[config.mk]
export PLATFORM = sky130hd
export DESIGN_NAME = bct_front
export DESIGN_NICKNAME = d
export VERILOG_FILES = /design/src/sv/bct_pkg.sv /design/src/sv/bct_front.sv
export SDC_FILE = /design/constraint.sdc
export NUM_CORES = 1
export LEC_CHECK = 0
export BUFFER_PORTS_ARGS = -buffer_cell sky130_fd_sc_hd__clkbuf_2
export CAP_MARGIN = 40
export CORE_MARGIN = 2
export CORE_UTILIZATION = 58
export CTS_BUF_LIST = sky130_fd_sc_hd__clkbuf_2 sky130_fd_sc_hd__clkbuf_4 sky130_fd_sc_hd__clkbuf_8
export CTS_CLUSTER_DIAMETER = 60
export DETAILED_ROUTE_END_ITERATION = 10
export GPL_ROUTABILITY_DRIVEN = 0
export PLACE_DENSITY = 0.8
export RECOVER_POWER = 100
export REMOVE_ABC_BUFFERS = 1
export SLEW_MARGIN = 25
export SYNTH_ARGS = -nofsm -noshare
export SYNTH_HDL_FRONTEND = slang
export SYNTH_SLANG_ARGS = --single-unit
[constraint.sdc]
create_clock -name clk -period 3.6 [get_ports clk]
set_input_delay 0.54 -clock clk [delete_from_list [all_inputs] [get_ports clk]]
set_output_delay 0.54 -clock clk [all_outputs]
set_load 0.01 [all_outputs]
[src/sv/bct_pkg.sv]
package bct_pkg;

  localparam int REQ_W   = 2;
  localparam int ET_W    = 16;
  localparam int COORD_W = 12;
  localparam int POS_W   = 21;
  localparam int RAD_W   = 18;
  localparam int LIFE_W  = 2;
  localparam int CFG_IDX_W  = 3;
  localparam int CFG_DATA_W = 21;

  // The queue pointers wrap by plain increment, so the depth is a power of two.
  localparam int QUEUE_DEPTH = 4;

  typedef struct packed {
    logic              tick;
    logic              kill;
    logic              query;
    logic [ET_W-1:0]    et;
    logic [COORD_W-1:0] mx;
    logic [COORD_W-1:0] my;
  } item_t;

  typedef struct packed {
    logic                  valid;
    logic [CFG_IDX_W-1:0]  index;
    logic [CFG_DATA_W-1:0] data;
  } cfg_wr_t;

  typedef struct packed {
    logic signed [POS_W-1:0] pos_x;
    logic signed [POS_W-1:0] pos_y;
    logic [RAD_W-1:0]        radius;
    logic [LIFE_W-1:0]       life_status;
    logic                    hit;
  } result_t;

endpackage

[src/sv/bct_front.sv]
module bct_front (
  input  logic                          clk,
  input  logic                          rst,
  input  logic                          s_tvalid,
  output logic                          s_tready,
  input  logic [39:0]                   s_tdata,
  input  logic [bct_pkg::REQ_W-1:0]     s_tuser,
  output logic                          q_valid,
  output bct_pkg::item_t                q_item,
  input  logic                          q_pop
);
  import bct_pkg::*;

  localparam logic [REQ_W-1:0] REQ_TICK  = 2'd0;
  localparam logic [REQ_W-1:0] REQ_KILL  = 2'd1;
  localparam logic [REQ_W-1:0] REQ_QUERY = 2'd2;
  localparam logic [REQ_W-1:0] REQ_NONE  = 2'd3;

  localparam int PTR_W = $clog2(QUEUE_DEPTH);
  localparam int CNT_W = PTR_W + 1;

  item_t            mem [QUEUE_DEPTH];
  logic [PTR_W-1:0] wr_ptr;
  logic [PTR_W-1:0] rd_ptr;
  logic [CNT_W-1:0] count;
  item_t            item_in;
  logic             push;

  always_comb begin
    item_in.tick  = 1'b0;
    item_in.kill  = 1'b0;
    item_in.query = 1'b0;
    item_in.et    = s_tdata[15:0];
    item_in.mx    = s_tdata[27:16];
    item_in.my    = s_tdata[39:28];
    unique case (s_tuser)
      REQ_TICK:  item_in.tick  = 1'b1;
      REQ_KILL:  item_in.kill  = 1'b1;
      REQ_QUERY: item_in.query = 1'b1;
      REQ_NONE: begin
      end
      default: begin
      end
    endcase
  end

  assign s_tready = (count != CNT_W'(QUEUE_DEPTH));
  assign push     = s_tvalid && s_tready;
  assign q_valid  = (count != '0);
  assign q_item   = mem[rd_ptr];

  always_ff @(posedge clk) begin
    if (rst) begin
      wr_ptr <= '0;
      rd_ptr <= '0;
      count  <= '0;
    end else begin
      if (push) begin
        wr_ptr <= wr_ptr + 1'b1;
      end
      if (q_pop) begin
        rd_ptr <= rd_ptr + 1'b1;
      end
      if (push && !q_pop) begin
        count <= count + 1'b1;
      end else if (!push && q_pop) begin
        count <= count - 1'b1;
      end
    end
  end

  always_ff @(posedge clk) begin
    if (push) begin
      mem[wr_ptr] <= item_in;
    end
  end

endmodule

==> impl_metrics.tcl, run 1 <==
set metrics [dict create \
    yosys_warnings 0 \
    cts_tree "yes" \
    r2r-end "mem[0][30]" \
    track_usage_pct 19.0 \
    final_nets 438 \
    die_y_um 112 \
    fin_cells 542 \
    cts_buffers 17 \
    cts_hold_buffers 0 \
    start_util_pct 59.2 \
    syn-instance-count 276 \
    yosysTopAreaCell "edfxtp_1" \
    crit_path_top_delay_cell "dfxtp_1" \
    drt_pass1_iterations 4 \
    num_rows 39 \
    cts_setup_buffers 0 \
    synth-seq-cells 181 \
    worstSetupPathType "reg2out" \
    rsz0062_at_grt "no" \
    worstHoldEndpoint "mem[3][21]" \
    power.internal_mw 3.48 \
    yosysSeqAreaShare_pct 79.4 \
    placed_area_um2 7360 \
    dpl.hpwl_um 7440 \
    clk_latency_ps 450 \
    drtIter0Drc 191 \
    crit_chain "buf_4, mux4_2, clkbuf_1" \
    finalHoldViolations 0 \
    path_buf_inv 2 \
    numClockSinks 181 \
    root_buffer "clkbuf_8" \
    r2r_slack_ps 540 \
    slew_viol_final 0 \
    worst_ep_required_time_ps 3060 \
    first_global_vias 3210 \
    antenna_cells 0 \
    clkPwrFrac_pct 30.2 \
    die_w_um 112 \
    grt_pass1_wl_um 17300 \
    drive_gt1_share_pct 22.1 \
    syn_area_per_cell_um2 24.4 \
    end_kind "output pin" \
    wl_um 11100 \
    die_area_um2 12500 \
    fmax_mhz 321 \
    cts_max_path_buffers 2 \
    dr_total_vias 3075 \
    placed_cells 510 \
    clkTransAtPathRegs_ps 90 \
    combPwrFrac_pct 13.1 \
    ir_worst_vdd_v 0.000266 \
    fillCellCount 769 \
    grt_overflow 0 \
    synthToLayoutAreaGrowth_pct 13.5 \
    ioPinCount 91 \
    synth_area_um2 6730 \
    drc 0 \
    period_share_pct 86.6 \
    portBuffers 90 \
    antenna_found_initial 0 \
    relSlewSlack_pct 21.5 \
    worst-r2r-cell-count 4 \
    crit_arrival_ps 2580 \
    min_from "s_tdata[25]" \
    grt_max_degree 30 \
    p_sw_share_pct 24.2 \
    post_cts_resized 0 \
    fin_crit_ps 3120 \
    vias_per_cell 5.67 \
    max_stage_delay_ps 1110 \
    min_path_cells 1 \
    ant_nets 0 \
    synthTopCellsByArea "edfxtp_1 77%, mux4_2 13%, dfxtp_1 2.7%" \
    multi_input_area_um2 1250 \
    p_leak_nw 2.41 \
    status "finished clean" \
    power_density_nw_per_um2 602 \
    finalInstanceArea_um2 7640 \
    setup_viol 0 \
    hp-class "in2reg" \
    seq_area_um2 5350 \
    power.switching_mw 1.12 \
    cap_violations 0 \
    h-tree-depth 4 \
    synth.distinct_cells 24 \
    worstMarginPinSlew_ps 1180 \
    coreArea_um2 11400 \
    clock_skew_ps 9.99 \
    r2r_start "count[0]" \
    critPathLaunchType "flip-flop" \
    totalNegativeSetupSlack_ps 0 \
    power_frac_seq_pct 56.7 \
    yosys.area.top_type_share_pct 76.7 \
    crit_path_max_fanout 23 \
    crit_family "flip-flops" \
    routedWlPerCell_um 20.6 \
]
[registers in the layout, summed over array words and instances, names as in the netlist, named ones only]
name,count
mem,172
count,3
rd_ptr,2
wr_ptr,2
[cells in the mapped netlist]
cell / number
clkbuf_1: 2
xor2_1: 3
nor2_1: 9
or3_1: 2
buf_6: 1
buf_12: 4
nor2b_1: 2
edfxtp_1: 172
nand2_1: 2
dfxtp_1: 9
mux2i_1: 2
inv_1: 4
buf_2: 4
mux4_2: 40
a21oi_1: 1
ha_1: 5
a21boi_2: 1
mux4_1: 3
mux2_2: 1
nand2b_1: 2
and2_1: 4
o21ai_0: 1
xnor2_1: 1
fa_1: 1
[cells in the final DEF (no fill, tap or decap), types with 4 or more instances in the layout]
cell      count
mux4_2       40
ha_1          5
clkbuf_8     17
nor2_1        9
dfxtp_1       8
clkbuf_2     10
edfxtp_1    172
clkbuf_1     89
inv_1         4
[power by group through the flow]
stage	sequential, mW	clock [mW]	combinational, mW
global route	2.63	1.50	0.655
detailed placement	2.66	0	0.660
CTS	2.61	1.43	0.661
global placement	2.65	0	0.632
floorplan	2.64	0	0.374
finish	2.61	1.39	0.602
[stage by stage]
stage	hold slack [ps]	total power, mW	setup slack (ps)	utilization [%]
finish	349	4.60	481	67.2
global route	332	4.79	341	67.2
CTS	273	4.70	734	68.4
detailed placement	521	3.32	1260	64.8
global placement	492	3.28	1280	64.5
floorplan	481	3.02	454	-
[logic make-up after synthesis]
| group | synth area share, % |
|---|---|
| mux | 15.0 |
| compound gates | 0.316 |
| xor+xnor | 0.520 |
| flops | 79.4 |
| buf+inv | 1.99 |
| fa+ha+maj | 1.23 |
| simple gates | 1.54 |
[layout make-up]
| cell class | instances | share of cell area [%] |
|---|---|---|
| flip-flops and latches | 181 | 70.0 |
| repair buffers | 102 | 5.58 |
| clock inverters | 14 | 2.31 |
| inverters | 4 | 0.197 |
| clock buffers | 18 | 3.16 |
| multi-input cells | 80 | 16.4 |
| well taps | 143 | 2.34 |
[routing by layer]
metal	global-route usage [%]	share of wire (%)
met2	29.4	49
met4	6.01	1.0
met5	0	0
met1	25.9	42
met3	6.86	7.3
[how the worst max path moves through the flow]
stage                   start    endpoint  slack, ps  depth (start not counted)
floorplan           flip-flop   q_item[0]        450                          1
global placement    flip-flop  q_item[12]       1280                          3
detailed placement  flip-flop  q_item[33]       1260                          3
CTS                 flip-flop  q_item[33]        730                          3
global route         count[0]   mem[0][7]        340                          4
finish              flip-flop  q_item[17]        480                          3
Note: power is estimated with default switching activity, not from simulation.
==> run 2: changes to the inputs <==
--- a/config.mk
+++ b/config.mk
@@ -15,7 +15,6 @@
 export GPL_ROUTABILITY_DRIVEN = 0
 export PLACE_DENSITY = 0.8
 export RECOVER_POWER = 100
-export REMOVE_ABC_BUFFERS = 1
 export SLEW_MARGIN = 25
 export SYNTH_ARGS = -nofsm -noshare
 export SYNTH_HDL_FRONTEND = slang
==> run 2 against run 1 <==
Count of clock-buffer cells in the layout fell by 1. First-iteration DRC count rose by 2.1%. Non-clock buffer count fell by 5. Core utilization fell by 0.70 points. Combinational power barely moved. Final area fell by 1.0%. Register-to-register slack improved by 200 ps. Routed wire length fell by 3.1%. Hold slack improved by 10 ps. Critical path type is now reg2reg. Critical endpoint is now mem[1][1]. Largest cell class unchanged.
==> impl_metrics.tcl, run 2 (same netlist as run 1, synthesis figures left out) <==
set metrics [dict create \
    clkTransAtPathRegs_ps 90 \
    fillCellCount 787 \
    cts_buffers 17 \
    grt_pass1_wl_um 17200 \
    num_rows 39 \
    finalInstanceArea_um2 7560 \
    routedWlPerCell_um 20.1 \
    root_buffer "clkbuf_8" \
    rsz0062_at_grt "no" \
    drtIter0Drc 195 \
    cts_tree "yes" \
    p_sw_share_pct 24.5 \
    setup_viol 0 \
    fin_cells 537 \
    portBuffers 90 \
    fmax_mhz 349 \
    min_from "s_tdata[15]" \
    cts_setup_buffers 0 \
    r2r-end "mem[1][1]" \
    crit_family "simple AND/OR/NAND/NOR gates" \
    synthToLayoutAreaGrowth_pct 12.3 \
    dpl.hpwl_um 6770 \
    largest_register_ffs 172 \
    syn_nets 328 \
    first_global_vias 3170 \
    die_area_um2 12500 \
    min_path_cells 1 \
    placed_cells 505 \
    final_nets 433 \
    cts_max_path_buffers 2 \
    ant_nets 0 \
    fin_total_pwr_mw 4.40 \
    clkPwrFrac_pct 27.3 \
    crit_path_max_fanout 23 \
    final_common_cell "edfxtp_1" \
    max_stage_delay_ps 670 \
    dr_total_vias 3010 \
    worstHoldEndpoint "mem[3][39]" \
    cts_hold_buffers 0 \
    end_kind "flip-flop" \
    r2r_slack_ps 740 \
    track_usage_pct 18.6 \
    layout_common_cells "172 x edfxtp_1, 84 x clkbuf_1, 40 x mux4_2, 17 x clkbuf_8" \
    vias_per_cell 5.61 \
    crit_path_top_delay_cell "clkbuf_2" \
    crit_chain "nor2_1, a21boi_0, and2_2, clkbuf_2" \
    h-tree-depth 4 \
    p_leak_nw 2.38 \
    numClockSinks 181 \
    power.switching_mw 1.08 \
    power.internal_mw 3.32 \
    ir_worst_vdd_v 0.000290 \
    post_cts_resized 0 \
    dp_worst_setup_slack_ps 1290 \
    biggestRegsByFlops "mem (172), count (3)" \
    worstSetupPathType "reg2reg" \
    wl_um 10800 \
    coreArea_um2 11400 \
    start_util_pct 59.2 \
    fin_crit_ps 2860 \
    drive_gt1_share_pct 22.1 \
    placed_area_um2 7360 \
    worst-r2r-cell-count 4 \
    grt_max_degree 31 \
    worstMarginPinSlew_ps 1250 \
    slew_viol_final 0 \
    hp-class "in2reg" \
    cap_violations 0 \
    antenna_found_initial 0 \
    crit_arrival_ps 2930 \
    power_frac_seq_pct 59.0 \
    antenna_cells 0 \
    clk_latency_ps 430 \
    path_buf_inv 1 \
    worst_ep_required_time_ps 3670 \
    drc 0 \
    combPwrFrac_pct 13.7 \
    drt_pass1_iterations 4 \
    regMostFlops "mem" \
    whs_ps 359 \
    status "finished clean" \
    final_util_pct 66.5 \
    clock_skew_ps 10.0 \
    ioPinCount 91 \
    totalNegativeSetupSlack_ps 0 \
    r2r_start "count[0]" \
    grt_overflow 0 \
    relSlewSlack_pct 16.8 \
    die_y_um 112 \
    finalHoldViolations 0 \
    worst_slack_ps 736 \
    period_share_pct 79.5 \
    die_w_um 112 \
    power_density_nw_per_um2 582 \
    critPathLaunchType "flip-flop" \
]
run 2: power groups by stage:
stage	combinational, mW	sequential, mW	clock [mW]
2_1_floorplan	0.430	2.61	0
5_1_grt	0.661	2.62	1.30
6_report	0.602	2.60	1.20
3_5_place_dp	0.661	2.65	0
4_1_cts	0.662	2.60	1.23
3_3_place_gp	0.625	2.65	0
run 2: worst max path at each step:
stage / startpoint / endpoint / slack [ps] / cells past startpoint
after global placement: flip-flop / q_item[0] / 1280 / 2
after detailed placement: s_tvalid / count[2] / 1290 / 8
final: count[0] / mem[1][1] / 740 / 4
after global routing: count[0] / mem[3][21] / 440 / 4
after floorplan: s_tvalid / mem[0][0] / 1320 / 2
after CTS: flip-flop / q_item[1] / 880 / 3
run 2: area by class of cell:
type / count / area, µm² / share of cell area (%)
Tap cell: 143 / 179 / 2.37
Timing Repair Buffer: 97 / 415 / 5.49
Multi-Input combinational cell: 80 / 1250 / 16.6
Inverter: 4 / 15.0 / 0.199
Clock buffer: 17 / 234 / 3.09
Sequential cell: 181 / 5350 / 70.7
Clock inverter: 15 / 115 / 1.52
run 2: per-layer routing:
metal / wire (µm) / GRT usage (%)
met1: 4580 / 24.6
met2: 5620 / 30.0
met3: 458 / 5.66
met4: 144 / 6.67
met5: 0 / 0
run 2: worst register-to-register path: stages, from the launching register on:
cell and delay (ps):
dfxtp_1 420, nor2_1 80, a21boi_0 660, and2_2 650, clkbuf_2 680
